--- config.mk ---
export PLATFORM = sky130hd
export DESIGN_NAME = gamepad_serial_port_with_turbo_flat
export DESIGN_NICKNAME = d
export VERILOG_FILES = /design/src/sv/gspt_pkg.sv /design/src/sv/gspt_if.sv /design/src/sv/gspt_front.sv /design/src/sv/gspt_queue.sv /design/src/sv/gspt_back.sv /design/src/sv/gamepad_serial_port_with_turbo.sv /design/src/flat_wrapper.sv
export VERILOG_INCLUDE_DIRS = /design/src /design/src/sv
export SDC_FILE = /design/constraint.sdc
export NUM_CORES = 1
export LEC_CHECK = 0
export BUFFER_PORTS_ARGS = -buffer_cell sky130_fd_sc_hd__buf_2
export CAP_MARGIN = 10
export CORE_AREA = 2 2 106 108
export DETAILED_ROUTE_END_ITERATION = 6
export DIE_AREA = 0 0 108 110
export PLACE_DENSITY = 0.85
export SYNTH_ARGS = -nofsm -noshare
export SYNTH_HDL_FRONTEND = slang
export SYNTH_SLANG_ARGS = --single-unit
--- constraint.sdc ---
create_clock -name clk -period 10.6 [get_ports clk]
set_input_delay 1.59 -clock clk [delete_from_list [all_inputs] [get_ports clk]]
set_output_delay 1.59 -clock clk [all_outputs]
set_load 0.005 [all_outputs]
--- src/sv/gamepad_serial_port_with_turbo_assert.svh ---
// Assertion macros for the game-pad serial port
`ifndef GAMEPAD_SERIAL_PORT_WITH_TURBO_ASSERT_SVH
`define GAMEPAD_SERIAL_PORT_WITH_TURBO_ASSERT_SVH

// same-cycle implication
`define GSPT_ASSERT_NOW(label, ante, cons) \
	label: assert property (@(posedge clk) disable iff (!arst_n) (ante) |-> (cons)) \
		else $error("gspt assertion failed");

// next-cycle implication
`define GSPT_ASSERT_NEXT(label, ante, cons) \
	label: assert property (@(posedge clk) disable iff (!arst_n) (ante) |=> (cons)) \
		else $error("gspt assertion failed");

`endif

--- src/sv/gspt_pkg.sv ---
// Types, codes and direction remap shared by the game-pad port modules
package gspt_pkg;

	localparam logic [1:0] MODE_STROBE = 2'd0;
	localparam logic [1:0] MODE_READ   = 2'd1;
	localparam logic [1:0] MODE_EVENT  = 2'd2;
	localparam logic [1:0] MODE_TICK   = 2'd3;

	localparam logic [3:0] BTN_A      = 4'd0;
	localparam logic [3:0] BTN_B      = 4'd1;
	localparam logic [3:0] BTN_SELECT = 4'd2;
	localparam logic [3:0] BTN_START  = 4'd3;
	localparam logic [3:0] BTN_UP     = 4'd4;
	localparam logic [3:0] BTN_DOWN   = 4'd5;
	localparam logic [3:0] BTN_LEFT   = 4'd6;
	localparam logic [3:0] BTN_RIGHT  = 4'd7;
	localparam logic [3:0] BTN_TURBO_A = 4'd8;
	localparam logic [3:0] BTN_TURBO_B = 4'd9;

	localparam logic [2:0] K_UP    = 3'd4;
	localparam logic [2:0] K_DOWN  = 3'd5;
	localparam logic [2:0] K_LEFT  = 3'd6;
	localparam logic [2:0] K_RIGHT = 3'd7;
	localparam logic [2:0] HOLD_NONE = 3'd0;

	localparam int CFG_ADDR_W = 3;
	localparam logic [CFG_ADDR_W-1:0] CFG_TURBO_A_PERIOD   = 3'd0;
	localparam logic [CFG_ADDR_W-1:0] CFG_TURBO_B_PERIOD   = 3'd1;
	localparam logic [CFG_ADDR_W-1:0] CFG_ALLOW_OPPOSITE   = 3'd2;
	localparam logic [CFG_ADDR_W-1:0] CFG_ROTATION_QUARTER = 3'd3;
	localparam logic [CFG_ADDR_W-1:0] CFG_MIRROR_HORIZONTAL = 3'd4;
	localparam logic [CFG_ADDR_W-1:0] CFG_ROTATE_INPUTS    = 3'd5;

	localparam int Q_DEPTH = 2;
	localparam int Q_AW    = 1;
	localparam int Q_CNT_W = 2;

	typedef enum logic [2:0] {
		OP_STROBE,
		OP_READ,
		OP_BTN,
		OP_DIR,
		OP_TURBO,
		OP_TICK,
		OP_BAD
	} op_t;

	typedef struct packed {
		logic [7:0] turbo_a_period;
		logic [7:0] turbo_b_period;
		logic       allow_opposite;
		logic [1:0] rotation_quarter;
		logic       mirror_horizontal;
		logic       rotate_inputs_enable;
	} cfg_t;

	typedef struct packed {
		op_t        op;
		logic       write_bit;
		logic [2:0] read_shift;
		logic       pressed;
		logic [2:0] idx;
		logic [2:0] opp;
		logic       axis_h;
		logic       tsel;
	} cmd_t;

	typedef struct packed {
		logic [Q_CNT_W-1:0] cnt;
		logic               full;
		logic               empty;
	} q_stat_t;

	typedef logic [3:0][2:0] dir_t;

	// dir[0] up, dir[1] down, dir[2] left, dir[3] right after remap
	function automatic dir_t remap(cfg_t c);
		dir_t       d;
		logic [2:0] t;
		d[0] = K_UP;
		d[1] = K_DOWN;
		d[2] = K_LEFT;
		d[3] = K_RIGHT;
		if (((c.rotation_quarter != 2'd0) || c.mirror_horizontal) && c.rotate_inputs_enable) begin
			case (c.rotation_quarter)
				2'd0: begin
					if (c.mirror_horizontal) begin
						t = d[2]; d[2] = d[3]; d[3] = t;
					end
				end
				2'd1: begin
					t = d[2]; d[2] = d[1]; d[1] = t;
					t = d[3]; d[3] = d[0]; d[0] = t;
					if (!c.mirror_horizontal) begin
						t = d[0]; d[0] = d[1]; d[1] = t;
					end
				end
				2'd2: begin
					t = d[0]; d[0] = d[1]; d[1] = t;
					if (!c.mirror_horizontal) begin
						t = d[2]; d[2] = d[3]; d[3] = t;
					end
				end
				default: begin
					t = d[2]; d[2] = d[0]; d[0] = t;
					t = d[3]; d[3] = d[1]; d[1] = t;
					if (!c.mirror_horizontal) begin
						t = d[0]; d[0] = d[1]; d[1] = t;
					end
				end
			endcase
		end
		return d;
	endfunction

endpackage

--- src/sv/gspt_if.sv ---
// Channel interfaces: request, response and configuration write
interface gspt_req_if;
	logic       valid;
	logic       ready;
	logic [1:0] mode;
	logic       write_bit;
	logic [2:0] read_shift;
	logic [3:0] button;
	logic       pressed;

	modport source (output valid, mode, write_bit, read_shift, button, pressed, input ready);
	modport sink (input valid, mode, write_bit, read_shift, button, pressed, output ready);
endinterface

interface gspt_rsp_if;
	logic       valid;
	logic       ready;
	logic [7:0] read_data;
	logic       event_status;

	modport source (output valid, read_data, event_status, input ready);
	modport sink (input valid, read_data, event_status, output ready);
endinterface

interface gspt_cfg_if;
	logic       valid;
	logic       ready;
	logic [2:0] addr;
	logic [7:0] wdata;

	modport source (output valid, addr, wdata, input ready);
	modport sink (input valid, addr, wdata, output ready);
endinterface

--- src/sv/gspt_front.sv ---
// Front end: accept request items, decode and remap them into commands
module gspt_front (
	input  gspt_pkg::cfg_t    cfg,
	gspt_req_if.sink          req,
	input  logic              q_full,
	output logic              push,
	output gspt_pkg::cmd_t    cmd
);
	import gspt_pkg::*;

	dir_t dir;

	assign dir = remap(cfg);
	assign req.ready = !q_full;
	assign push = req.valid && !q_full;

	always_comb begin
		cmd = '0;
		cmd.op = OP_BAD;
		cmd.write_bit = req.write_bit;
		cmd.read_shift = req.read_shift;
		cmd.pressed = req.pressed;
		cmd.idx = req.button[2:0];
		cmd.tsel = req.button[0];
		cmd.axis_h = req.button[1];
		unique case (req.mode)
			MODE_STROBE: cmd.op = OP_STROBE;
			MODE_READ:   cmd.op = OP_READ;
			MODE_TICK:   cmd.op = OP_TICK;
			default: begin
				case (req.button) inside
					BTN_A, BTN_B, BTN_SELECT, BTN_START: cmd.op = OP_BTN;
					BTN_UP, BTN_DOWN, BTN_LEFT, BTN_RIGHT: begin
						cmd.op = OP_DIR;
						cmd.idx = dir[req.button[1:0]];
						cmd.opp = dir[req.button[1:0] ^ 2'd1];
					end
					BTN_TURBO_A, BTN_TURBO_B: cmd.op = OP_TURBO;
					default: cmd.op = OP_BAD;
				endcase
			end
		endcase
	end
endmodule

--- src/sv/gspt_queue.sv ---
// Two-entry command queue between front and back end
module gspt_queue (
	input  logic                clk,
	input  logic                arst_n,
	input  logic                push,
	input  gspt_pkg::cmd_t      wr_cmd,
	input  logic                pop,
	output gspt_pkg::cmd_t      rd_cmd,
	output gspt_pkg::q_stat_t   stat
);
	import gspt_pkg::*;

	cmd_t               entry_q [Q_DEPTH];
	logic [Q_AW-1:0]    wr_ptr_q;
	logic [Q_AW-1:0]    rd_ptr_q;
	logic [Q_CNT_W-1:0] cnt_q;

	assign rd_cmd = entry_q[rd_ptr_q];
	assign stat.cnt = cnt_q;
	assign stat.full = (cnt_q == Q_CNT_W'(Q_DEPTH));
	assign stat.empty = (cnt_q == '0);

	always_ff @(posedge clk) begin
		if (push) begin
			entry_q[wr_ptr_q] <= wr_cmd;
		end
	end

	always_ff @(posedge clk or negedge arst_n) begin
		if (!arst_n) begin
			wr_ptr_q <= '0;
			rd_ptr_q <= '0;
			cnt_q <= '0;
		end else begin
			if (push) begin
				wr_ptr_q <= wr_ptr_q + Q_AW'(1);
			end
			if (pop) begin
				rd_ptr_q <= rd_ptr_q + Q_AW'(1);
			end
			if (push && !pop) begin
				cnt_q <= cnt_q + Q_CNT_W'(1);
			end else if (pop && !push) begin
				cnt_q <= cnt_q - Q_CNT_W'(1);
			end
		end
	end
endmodule

--- src/sv/gspt_back.sv ---
// Back end: button, hold, turbo and read state, and the response register
module gspt_back #(
	parameter int READ_LENGTH = 24
) (
	input  logic            clk,
	input  logic            arst_n,
	input  gspt_pkg::cfg_t  cfg,
	input  gspt_pkg::cmd_t  cmd,
	input  logic            q_empty,
	output logic            pop,
	gspt_rsp_if.source      rsp
);
	import gspt_pkg::*;

	localparam int POS_W = $clog2(READ_LENGTH);

	logic [7:0]       raw_q, raw_n;
	logic [7:0]       clean_q, clean_n;
	logic [POS_W-1:0] pos_q, pos_n;
	logic             latch_q, latch_n;
	logic [2:0]       vhold_q, vhold_n;
	logic [2:0]       hhold_q, hhold_n;
	logic [1:0]       theld_q, theld_n;
	logic [1:0]       tact_q, tact_n;
	logic [1:0][7:0]  tcnt_q, tcnt_n;
	logic             out_valid_q;
	logic [7:0]       read_data_q, read_data_n;
	logic             status_q, status_n;

	logic [2:0]       axis, axis_n;
	logic [POS_W:0]   pos_inc;
	logic [8:0]       nxt;
	logic [8:0]       per;
	logic             bit_rd;

	assign pop = !q_empty && (!out_valid_q || rsp.ready);
	assign rsp.valid = out_valid_q;
	assign rsp.read_data = read_data_q;
	assign rsp.event_status = status_q;

	always_comb begin
		raw_n = raw_q;
		clean_n = clean_q;
		pos_n = pos_q;
		latch_n = latch_q;
		vhold_n = vhold_q;
		hhold_n = hhold_q;
		theld_n = theld_q;
		tact_n = tact_q;
		tcnt_n = tcnt_q;
		read_data_n = '0;
		status_n = 1'b0;
		axis = HOLD_NONE;
		axis_n = HOLD_NONE;
		pos_inc = {1'b0, pos_q} + (POS_W+1)'(1);
		nxt = '0;
		per = '0;
		bit_rd = ({1'b0, pos_q} < (POS_W+1)'(8)) ? clean_q[pos_q[2:0]] : 1'b0;
		unique case (cmd.op)
			OP_STROBE: begin
				if (latch_q || cmd.write_bit) begin
					pos_n = '0;
				end
				latch_n = cmd.write_bit;
			end
			OP_READ: begin
				read_data_n = 8'(bit_rd) << cmd.read_shift;
				if (!latch_q) begin
					pos_n = (pos_inc >= (POS_W+1)'(READ_LENGTH)) ? '0 : pos_inc[POS_W-1:0];
				end
			end
			OP_BTN: begin
				if (!((cmd.idx == BTN_A[2:0] && tact_q[0]) || (cmd.idx == BTN_B[2:0] && tact_q[1])))
				begin
					raw_n[cmd.idx] = cmd.pressed;
					clean_n[cmd.idx] = cmd.pressed;
				end
			end
			OP_DIR: begin
				raw_n[cmd.idx] = cmd.pressed;
				clean_n[cmd.idx] = cmd.pressed;
				if (!cfg.allow_opposite) begin
					axis = cmd.axis_h ? hhold_q : vhold_q;
					if (axis == HOLD_NONE) begin
						axis_n = raw_n[cmd.idx] ? cmd.idx : cmd.opp;
					end else if (axis == cmd.idx && !raw_n[cmd.idx]) begin
						axis_n = raw_n[cmd.opp] ? cmd.opp : HOLD_NONE;
						clean_n[cmd.opp] = raw_n[cmd.opp];
					end else begin
						axis_n = axis;
					end
					if (axis_n == cmd.idx) begin
						clean_n[cmd.opp] = 1'b0;
					end else if (axis_n == cmd.opp) begin
						clean_n[cmd.idx] = 1'b0;
					end
					if (cmd.axis_h) begin
						hhold_n = axis_n;
					end else begin
						vhold_n = axis_n;
					end
				end
			end
			OP_TURBO: begin
				theld_n[cmd.tsel] = cmd.pressed;
				if (cmd.pressed) begin
					tact_n[cmd.tsel] = 1'b1;
				end
			end
			OP_TICK: begin
				for (int t = 0; t < 2; t++) begin
					if (theld_q[t] || tact_q[t]) begin
						nxt = {1'b0, tcnt_q[t]} + 9'd1;
						per = {1'b0, (t == 0) ? cfg.turbo_a_period : cfg.turbo_b_period};
						if (nxt == per) begin
							tcnt_n[t] = nxt[7:0];
							raw_n[t] = 1'b1;
							clean_n[t] = 1'b1;
							tact_n[t] = 1'b1;
						end else if (nxt > per) begin
							raw_n[t] = 1'b0;
							clean_n[t] = 1'b0;
							tact_n[t] = 1'b0;
							tcnt_n[t] = '0;
						end else begin
							tcnt_n[t] = nxt[7:0];
						end
					end
				end
			end
			default: status_n = 1'b1;
		endcase
	end

	always_ff @(posedge clk or negedge arst_n) begin
		if (!arst_n) begin
			raw_q <= '0;
			clean_q <= '0;
			pos_q <= '0;
			latch_q <= 1'b0;
			vhold_q <= HOLD_NONE;
			hhold_q <= HOLD_NONE;
			theld_q <= '0;
			tact_q <= '0;
			tcnt_q <= '0;
			out_valid_q <= 1'b0;
		end else begin
			if (pop) begin
				raw_q <= raw_n;
				clean_q <= clean_n;
				pos_q <= pos_n;
				latch_q <= latch_n;
				vhold_q <= vhold_n;
				hhold_q <= hhold_n;
				theld_q <= theld_n;
				tact_q <= tact_n;
				tcnt_q <= tcnt_n;
				out_valid_q <= 1'b1;
			end else if (rsp.ready) begin
				out_valid_q <= 1'b0;
			end
		end
	end

	always_ff @(posedge clk) begin
		if (pop) begin
			read_data_q <= read_data_n;
			status_q <= status_n;
		end
	end
endmodule

--- src/sv/gamepad_serial_port_with_turbo.sv ---
// Top level of the game-pad serial port with turbo buttons
// One request item is taken every clock cycle while the queue is not full, and each
// gives one response item. The front end decodes the item and remaps directions, a
// two-entry queue holds the command, and the back end updates the button, hold, turbo
// and read-position state and loads the response register as it pops the command. It
// pops a new command whenever the response register is empty or being taken; when the
// response side stalls, the queue fills and request ready drops once two items wait in it.
// Configuration writes are taken in any cycle and should be made while the port is idle.
`include "gamepad_serial_port_with_turbo_assert.svh"

module gamepad_serial_port_with_turbo #(
	parameter int READ_LENGTH = 24
) (
	input  logic         clk,
	input  logic         arst_n,
	gspt_req_if.sink     req,
	gspt_rsp_if.source   rsp,
	gspt_cfg_if.sink     cfg
);
	import gspt_pkg::*;

	cfg_t    cfg_q;
	cmd_t    front_cmd;
	cmd_t    head_cmd;
	logic    push;
	logic    pop;
	q_stat_t q_stat;

	assign cfg.ready = 1'b1;

	always_ff @(posedge clk or negedge arst_n) begin
		if (!arst_n) begin
			cfg_q.turbo_a_period <= 8'd2;
			cfg_q.turbo_b_period <= 8'd2;
			cfg_q.allow_opposite <= 1'b0;
			cfg_q.rotation_quarter <= 2'd0;
			cfg_q.mirror_horizontal <= 1'b0;
			cfg_q.rotate_inputs_enable <= 1'b0;
		end else if (cfg.valid) begin
			unique case (cfg.addr)
				CFG_TURBO_A_PERIOD:    cfg_q.turbo_a_period <= cfg.wdata;
				CFG_TURBO_B_PERIOD:    cfg_q.turbo_b_period <= cfg.wdata;
				CFG_ALLOW_OPPOSITE:    cfg_q.allow_opposite <= cfg.wdata[0];
				CFG_ROTATION_QUARTER:  cfg_q.rotation_quarter <= cfg.wdata[1:0];
				CFG_MIRROR_HORIZONTAL: cfg_q.mirror_horizontal <= cfg.wdata[0];
				CFG_ROTATE_INPUTS:     cfg_q.rotate_inputs_enable <= cfg.wdata[0];
				default: ;
			endcase
		end
	end

	gspt_front u_front (
		.cfg    (cfg_q),
		.req    (req),
		.q_full (q_stat.full),
		.push   (push),
		.cmd    (front_cmd)
	);

	gspt_queue u_queue (
		.clk    (clk),
		.arst_n (arst_n),
		.push   (push),
		.wr_cmd (front_cmd),
		.pop    (pop),
		.rd_cmd (head_cmd),
		.stat   (q_stat)
	);

	gspt_back #(
		.READ_LENGTH (READ_LENGTH)
	) u_back (
		.clk     (clk),
		.arst_n  (arst_n),
		.cfg     (cfg_q),
		.cmd     (head_cmd),
		.q_empty (q_stat.empty),
		.pop     (pop),
		.rsp     (rsp)
	);

	`GSPT_ASSERT_NOW(a_queue_bound, 1'b1, q_stat.cnt <= Q_CNT_W'(Q_DEPTH))
	`GSPT_ASSERT_NEXT(a_accept_queued, req.valid && req.ready, !q_stat.empty)
	`GSPT_ASSERT_NOW(a_read_onehot, rsp.valid, $onehot0(rsp.read_data))
	`GSPT_ASSERT_NOW(a_status_no_data, rsp.valid && rsp.event_status, rsp.read_data == 8'd0)
endmodule

--- src/flat_wrapper.sv ---
// flat-port wrapper written by rule: the top's interface ports become plain ports
module gamepad_serial_port_with_turbo_flat import gspt_pkg::*;
#(
	parameter int READ_LENGTH = 24
)
  (clk, arst_n, req_valid, req_mode, req_write_bit, req_read_shift, req_button, req_pressed, req_ready, rsp_valid, rsp_read_data, rsp_event_status, rsp_ready, cfg_valid, cfg_addr, cfg_wdata, cfg_ready);
  gspt_req_if req_i ();
  gspt_rsp_if rsp_i ();
  gspt_cfg_if cfg_i ();
  input  logic clk;
  input  logic arst_n;
  input wire logic [$bits(req_i.valid)-1:0] req_valid;
  input wire logic [$bits(req_i.mode)-1:0] req_mode;
  input wire logic [$bits(req_i.write_bit)-1:0] req_write_bit;
  input wire logic [$bits(req_i.read_shift)-1:0] req_read_shift;
  input wire logic [$bits(req_i.button)-1:0] req_button;
  input wire logic [$bits(req_i.pressed)-1:0] req_pressed;
  output wire logic [$bits(req_i.ready)-1:0] req_ready;
  output wire logic [$bits(rsp_i.valid)-1:0] rsp_valid;
  output wire logic [$bits(rsp_i.read_data)-1:0] rsp_read_data;
  output wire logic [$bits(rsp_i.event_status)-1:0] rsp_event_status;
  input wire logic [$bits(rsp_i.ready)-1:0] rsp_ready;
  input wire logic [$bits(cfg_i.valid)-1:0] cfg_valid;
  input wire logic [$bits(cfg_i.addr)-1:0] cfg_addr;
  input wire logic [$bits(cfg_i.wdata)-1:0] cfg_wdata;
  output wire logic [$bits(cfg_i.ready)-1:0] cfg_ready;
  assign req_i.valid = req_valid;
  assign req_i.mode = req_mode;
  assign req_i.write_bit = req_write_bit;
  assign req_i.read_shift = req_read_shift;
  assign req_i.button = req_button;
  assign req_i.pressed = req_pressed;
  assign req_ready = req_i.ready;
  assign rsp_valid = rsp_i.valid;
  assign rsp_read_data = rsp_i.read_data;
  assign rsp_event_status = rsp_i.event_status;
  assign rsp_i.ready = rsp_ready;
  assign cfg_i.valid = cfg_valid;
  assign cfg_i.addr = cfg_addr;
  assign cfg_i.wdata = cfg_wdata;
  assign cfg_ready = cfg_i.ready;
  gamepad_serial_port_with_turbo #(.READ_LENGTH(READ_LENGTH)) u_core (.clk(clk), .arst_n(arst_n), .req(req_i), .rsp(rsp_i), .cfg(cfg_i));
endmodule
## Yosys cells after proc, flatten, opt, wreduce, memory -nomap -nowiden

Memories as Yosys holds them, arrays and structs flattened.
Index checks and enable logic that the tools add are counted.

- Word-level logic and storage cells: 232
- Memories kept: 1
- Memory bits (writable): 32
- Bits in registers: 83

Memory list:

| name | depth | width | rd ports | clocked after memory_dff | wr ports | line | text |
|---|---|---|---|---|---|---|---|
| u_core.u_queue.entry_q | 2 | 16 | 1 | 0 | 1 | gspt_queue.sv:13 | `cmd_t entry_q [Q_DEPTH];` |

- Reductions and logical operators: 61
- Add/subtract/negate cells: 7
- Shift operators: 1
- Multiplexer cells: 76
- $lt $le $gt $ge: 13
- Eq/ne operators: 38
- Bitwise operators: 8

Operators with widths:

| cell | count |
|---|---|
| $mux 8 | 13 |
| $pmux 6 s3 | 2 |
| $mux 3 | 11 |
| $bwmux 8 | 3 |
| $pmux 6 s2 | 2 |
| $reduce_and 5->1 | 4 |
| $add 8x1->9 const B | 2 |
| $eq 9x8->1 | 2 |
| $gt 9x8->1 | 2 |
| $mux 1 | 18 |
| $mux 6 | 3 |
| $and 8x8->8 | 2 |
| $eq 4x3->1 const B | 4 |
| $not 8->8 | 2 |
| $reduce_and 2->1 | 8 |
| $mux 5 | 3 |
| $bmux 3 s2 | 2 |
| $eq 3x2->1 const B | 4 |
| $eq 3x3->1 const B | 4 |
| $logic_not 3->1 | 4 |
| $lt 3x4->1 const B | 3 |
| $mux 12 | 1 |
| $ne 2x2->1 const B | 6 |
| $pmux 2 s3 | 2 |
| 43 further kinds | 97 |

## Logic depth before layout (Yosys ltp)

An unclocked memory read counts as a cell.

- Depth after elaboration: 19
- Gate-level depth with buffers: 14
- Mapped depth without buffers: 13

## Hierarchy

From an unflattened synthesis, not the netlist that was laid out.

- Cells, all modules: 693
- Area total of the unflattened synthesis: 7006.7 µm²

By module, submodules not included:

| module | instances | cells an instance | area an instance (µm²) |
|---|---|---|---|
| gspt_back | 1 | 546 | 4564.4 |
| gspt_queue | 1 | 66 | 1392.6 |
| gamepad_serial_port_with_turbo | 1 | 51 | 857.1 |
| gspt_front | 1 | 30 | 192.7 |

## Worst setup path before layout

OpenSTA, ideal clock, no wires.

- Path type: flip-flop to flip-flop
- Start point: register u_core.u_queue.rd_ptr_q
- End point: register u_core.u_back.clean_q[1]
- Arrival time: 3.305 ns
- Path slack: 7.151 ns
- Period minus slack after synthesis: 3.449 ns
- Stages on the path, launching flop included: 13
- Required time: 10.456 ns
- Setup time: 0.144 ns
- Cells stage by stage: dfrtp_1 -> buf_4 -> mux2i_4 -> mux2i_2 -> xnor2_1 -> or4_4 -> o41ai_2 -> a222oi_1 -> a2111oi_4 -> buf_6 -> nand2_1 -> o31ai_1 -> o221ai_1

- Longest elaborated chain between the ends: 19
- Elaborated cells between the ends (all ways): 57
- Classes of those cells: 4 x order compare; 10 x eq/ne; 27 x mux; 4 x bitwise; 11 x reduce/logical; 1 x memory

Ends and longest elaborated chain:

| element | line | text |
|---|---|---|
| from (decl) | gspt_queue.sv:15 | `logic [Q_AW-1:0] rd_ptr_q;` |
| from (signal assigned) | gspt_queue.sv:39 | `rd_ptr_q <= rd_ptr_q + Q_AW'(1);` |
| $mem_v2 2x16 (*) | -- |  |
| $lt 3x4->1 (not written as such) / $ge 3x1->1 (equally long branches) | -- |  |
| $logic_and 1x1->1 (not written as such) | -- |  |
| $mux 1 (not written as such) | -- |  |
| $demux 1 s3 | -- |  |
| $bwmux 8 | gspt_back.sv:80 | `raw_n[cmd.idx] = cmd.pressed;` |
| $bmux 1 s3 | gspt_back.sv:85, gspt_back.sv:86 |  |
| $mux 1 (not written as such) | gspt_back.sv:85, gspt_back.sv:86 |  |
| [3 not listed] | -- |  |
| $mux 3 / $mux 8 (equally long branches) | gspt_back.sv:84 | `if (axis == HOLD_NONE) begin` |
| $mux 3 / $mux 8 (equally long branches) | gspt_back.sv:82 | `if (!cfg.allow_opposite) begin` |
| $mux 3 / $mux 8 (equally long branches) | gspt_back.sv:59 | `unique case (cmd.op)` |
| $eq 3x3->1 / $and 8x8->8 (equally long branches) | -- |  |
| $mux 8 | gspt_back.sv:94 | `end else if (axis_n == cmd.opp) begin` |
| $mux 8 | gspt_back.sv:92 | `if (axis_n == cmd.idx) begin` |
| $mux 8 | gspt_back.sv:82 |  |
| $pmux 2 s3 | gspt_back.sv:59 |  |
| to (signal assigned) | gspt_back.sv:150 | `clean_q <= clean_n;` |
| to (decl) | gspt_back.sv:18 | `logic [7:0] clean_q, clean_n;` |

Every way passes the cells marked *; elsewhere a longest branch is shown, timed or not. The select of a mux whose other input is x is not followed.
A chain may end at the register's enable or synchronous reset.

## Worst setup path in the final report

Ends and elaborated chain as after synthesis.

==> results.py <==
metrics = {
    "run_status": {
        "status": "complete, but fails checks",
        "violations": "design-rule violations",
    },
    "yosys": {
        "async_reset_ff_share_pct": 64.3,
        "synth-seq-area-share_pct": 43.8,
        "ys_warn_count": 0,
        "synth.distinct_cells": 80,
        "syn_area_um2": 7040,
        "ys.flop_type": "dfrtp_1",
        "synth_edf_count": 41,
        "syn_nets": 780,
        "netlist_instances": 732,
        "ys_ff_latch": 115,
        "syn_avg_cell_area_um2": 9.62,
    },
    "detailed_routing": {
        "drt-total-wl_um": 18500,
        "ant_nets": 0,
        "route.detailed.drc": 4,
        "initialDrtViolationCount": 514,
        "dr.pass1.iters": 7,
        "vias": 6162,
        "avgRoutedWirePerCell_um": 20.2,
        "routed_via_density": 6.71,
    },
    "critical_path": {
        "regToRegSetupSlack_ps": 5420,
        "cp_data_required_time_ps": 10980,
        "end_kind": "flop",
        "cp.arrival_ps": 5560,
        "regToRegStartpoint": "u_core.u_queue.rd_ptr_q$_DFFE_PN0P_",
        "reg2reg_depth": 11,
        "worst_r2r_endpoint": "u_core.u_back.clean_q[1]$_DFFE_PN0P_",
        "crit_fanout": 61,
        "worstSetupStartpointType": "flop",
        "path_class": "flop to flop",
    },
    "clock_network": {
        "cts_setup_buffers": 0,
        "htree_levels": 4,
        "cts_tree": "built",
        "root_buffer": "clkbuf_8",
        "clkTransAtPathRegs_ps": 60,
        "cts_buffers": 17,
        "hold_buffers": 0,
        "clockBufferDepth": 2,
        "cts_resized": 0,
        "cts.sinks": 115,
        "clkLatencyLatePin_ps": 530,
    },
    "layout": {
        "fin_area_um2": 7930,
        "layout-drive-gt1-share_pct": 15.1,
        "nets": 814,
        "synthToLayoutAreaGrowth_pct": 12.6,
        "antenna_cells": 0,
    },
    "power": {
        "p_per_area_nw_per_um2": 285,
        "ir_worst_vdd_mv": 0.178,
        "cellLeakagePower_nw": 3.31,
    },
    "placed_design": {
        "dpl_worst_slack_ps": 5610,
        "io_buffers": 37,
        "dpl.hpwl_um": 12400,
        "gp_congestion": 0.975,
        "placed_area_um2": 7320,
    },
    "die": {
        "die_h_um": 110,
        "coreArea_um2": 10700,
        "initial_utilization_pct": 65.8,
        "die_x_um": 108,
        "rows": 38,
        "ios": 39,
        "dieArea_um2": 11900,
    },
    "sta": {
        "max_freq_mhz": 193,
        "worst_pin_slew_ps": 1110,
        "period_share_pct": 48.9,
        "slew_violations": 0,
        "rsz0062_at_grt": "no",
        "skew_ps": 7.49,
        "tns_ps": 0,
        "layout_min_cycle_time_ps": 5180,
        "final.setup.worst_slack_ps": 5420,
        "max_slew_margin_pct": 25.9,
        "finalSetupViolations": 0,
        "hold_violations": 0,
    },
    "hold_path": {
        "hp-class": "flop to flop",
        "min_to": "u_core.u_queue.wr_ptr_q$_DFFE_PN0P_",
        "holdPathStages": 1,
        "worstHoldStart": "u_core.u_queue.wr_ptr_q$_DFFE_PN0P_",
    },
    "grt": {
        "grt_pass1_vias": 6020,
        "grtUsageTotal_pct": 33.1,
        "grt_max_degree": 75,
        "grt_antenna_before_repair": 0,
        "gr-total-overflow": 0,
        "grt_pass1_wl_um": 30000,
    },
    "flow_run": {
        "drv_cap": 0,
    },
}
## metrics by stage
stage / instances / power [mW] / hold WS [ps] / util (%)
after floorplan: 732 / 1.39 / 461 / -
after global placement: 887 / 1.58 / 476 / 68.4
after detailed placement: 887 / 1.63 / 481 / 68.4
after CTS: 919 / 2.24 / 492 / 74.1
after global routing: 919 / 2.38 / 526 / 74.1
final: 919 / 2.26 / 491 / 74.1
## critical path, cell delays in order (launching register included)
cell and delay (ps):
dfrtp_2 350, buf_4 520, mux2i_4 540, mux2i_2 420, xnor2_1 190, or4_4 540
nor2_1 860, a21boi_0 300, a32oi_1 540, nand3_1 250, o31ai_1 300, o221ai_1 180
## cell usage after synthesis, drive strengths merged, types with 4 or more instances
| cell type | n | share of area, % |
|---|---|---|
| a21boi | 4 | 0.43 |
| a21o | 5 | 0.53 |
| a21oi | 32 | 2.3 |
| a221oi | 4 | 0.50 |
| a22oi | 6 | 0.64 |
| a31oi | 17 | 1.5 |
| a41oi | 4 | 0.50 |
| and2 | 4 | 0.36 |
| and3 | 10 | 0.89 |
| buf | 11 | 0.89 |
| clkbuf | 16 | 0.85 |
| dfrtp | 72 | 26 |
| edfxtp | 41 | 17 |
| ha | 21 | 3.7 |
| inv | 31 | 1.7 |
| mux2 | 24 | 3.8 |
| mux2i | 18 | 2.8 |
| nand2 | 89 | 4.7 |
| nand2b | 17 | 1.5 |
| nand3 | 20 | 1.4 |
| nand4 | 12 | 1.1 |
| nand4b | 4 | 0.50 |
| nor2 | 51 | 2.7 |
| nor2b | 5 | 0.44 |
| nor3 | 12 | 0.85 |
| nor4 | 5 | 0.44 |
| o21a | 10 | 1.1 |
| o21ai | 59 | 4.2 |
| o221ai | 4 | 0.50 |
| o31ai | 13 | 1.5 |
| o32ai | 6 | 0.85 |
| or2 | 9 | 0.80 |
| or3 | 6 | 0.53 |
| xnor2 | 16 | 2.0 |
| xor2 | 13 | 1.6 |
## where the power goes
part	switching [mW]	total [mW]	internal, mW	leakage [nW]
clock	0.197	0.588	0.391	0.294
combinational	0.601	0.964	0.363	1.69
sequential	0.110	0.708	0.598	1.33
## sequential cells by signal (all words and copies together) (netlist names)
name,flops
u_core.u_back.raw_q,8
u_core.u_back.theld_q,2
u_core.u_queue.wr_ptr_q,1
u_core.u_back.pos_q,5
u_core.u_back.tact_q,2
u_core.u_back.clean_q,8
u_core.u_back.rsp.read_data,8
u_core.u_back.hhold_q,3
u_core.u_queue.entry_q,32
u_core.u_back.tcnt_q,16
u_core.cfg_q,21
u_core.u_back.latch_q,1
u_core.u_queue.cnt_q,2
u_core.u_back.rsp.valid,1
u_core.u_back.vhold_q,3
u_core.u_back.rsp.event_status,1
u_core.u_queue.rd_ptr_q,1
## worst max-delay path by stage
stage | depth (start not counted) | endpoint | startpoint
after floorplan | 12 | u_core.u_back.clean_q[1]$_DFFE_PN0P_ | u_core.u_queue.rd_ptr_q$_DFFE_PN0P_
after global placement | 11 | u_core.u_back.clean_q[1]$_DFFE_PN0P_ | u_core.u_queue.rd_ptr_q$_DFFE_PN0P_
after detailed placement | 11 | u_core.u_back.clean_q[1]$_DFFE_PN0P_ | u_core.u_queue.rd_ptr_q$_DFFE_PN0P_
after CTS | 11 | u_core.u_back.clean_q[1]$_DFFE_PN0P_ | u_core.u_queue.rd_ptr_q$_DFFE_PN0P_
after global routing | 11 | u_core.u_back.clean_q[1]$_DFFE_PN0P_ | u_core.u_queue.rd_ptr_q$_DFFE_PN0P_
final | 11 | u_core.u_back.clean_q[1]$_DFFE_PN0P_ | u_core.u_queue.rd_ptr_q$_DFFE_PN0P_
## cell usage in the layout, fill, tap and decap left out, types with 8 or more instances in the layout
| master | instances |
|---|---|
| buf_2 | 36 |
| nor2_1 | 51 |
| nand3_1 | 20 |
| xor2_1 | 13 |
| inv_1 | 31 |
| o21ai_1 | 8 |
| o21a_1 | 10 |
| xnor2_1 | 16 |
| mux2_2 | 24 |
| o21ai_0 | 51 |
| ha_1 | 21 |
| mux2i_1 | 16 |
| nand2b_1 | 17 |
| dfrtp_1 | 71 |
| a21oi_1 | 32 |
| edfxtp_1 | 41 |
| clkbuf_16 | 16 |
| nand4_1 | 12 |
| and3_1 | 10 |
| nor3_1 | 12 |
| a31oi_1 | 17 |
| o31ai_1 | 12 |
| or2_2 | 9 |
| nand2_1 | 89 |
## kinds of logic after synthesis
family                   Yosys count  share of synthesized area [%]
AO/OA/AOI/OAI                    198                           19.0
XOR/XNOR                          29                           3.61
adder cells (fa/ha/maj)           22                           3.87
buffers and inverters             58                           3.39
flip-flops                       115                           43.8
multiplexers                      44                           7.27
other                              1                         0.0532
AND/OR/NAND/NOR                  265                           19.0
## routing by layer
layer  GRT usage, %  share of wire [%]  vias up
li1               -                  -     2804
met1           39.3                 39     2967
met2           58.1                 50      318
met3           7.41                7.3       73
met4           14.2                3.9        0
met5              0                  0        -
## final cells by class
type | count | area, um^2
Clock buffer | 21 | 449
Clock inverter | 11 | 158
Fill cell | 732 | 2770
Inverter | 31 | 116
Multi-Input combinational cell | 559 | 3720
Sequential cell | 115 | 3090
Tap cell | 140 | 175
Timing Repair Buffer | 42 | 225
Power figures use the tool's default switching activity.
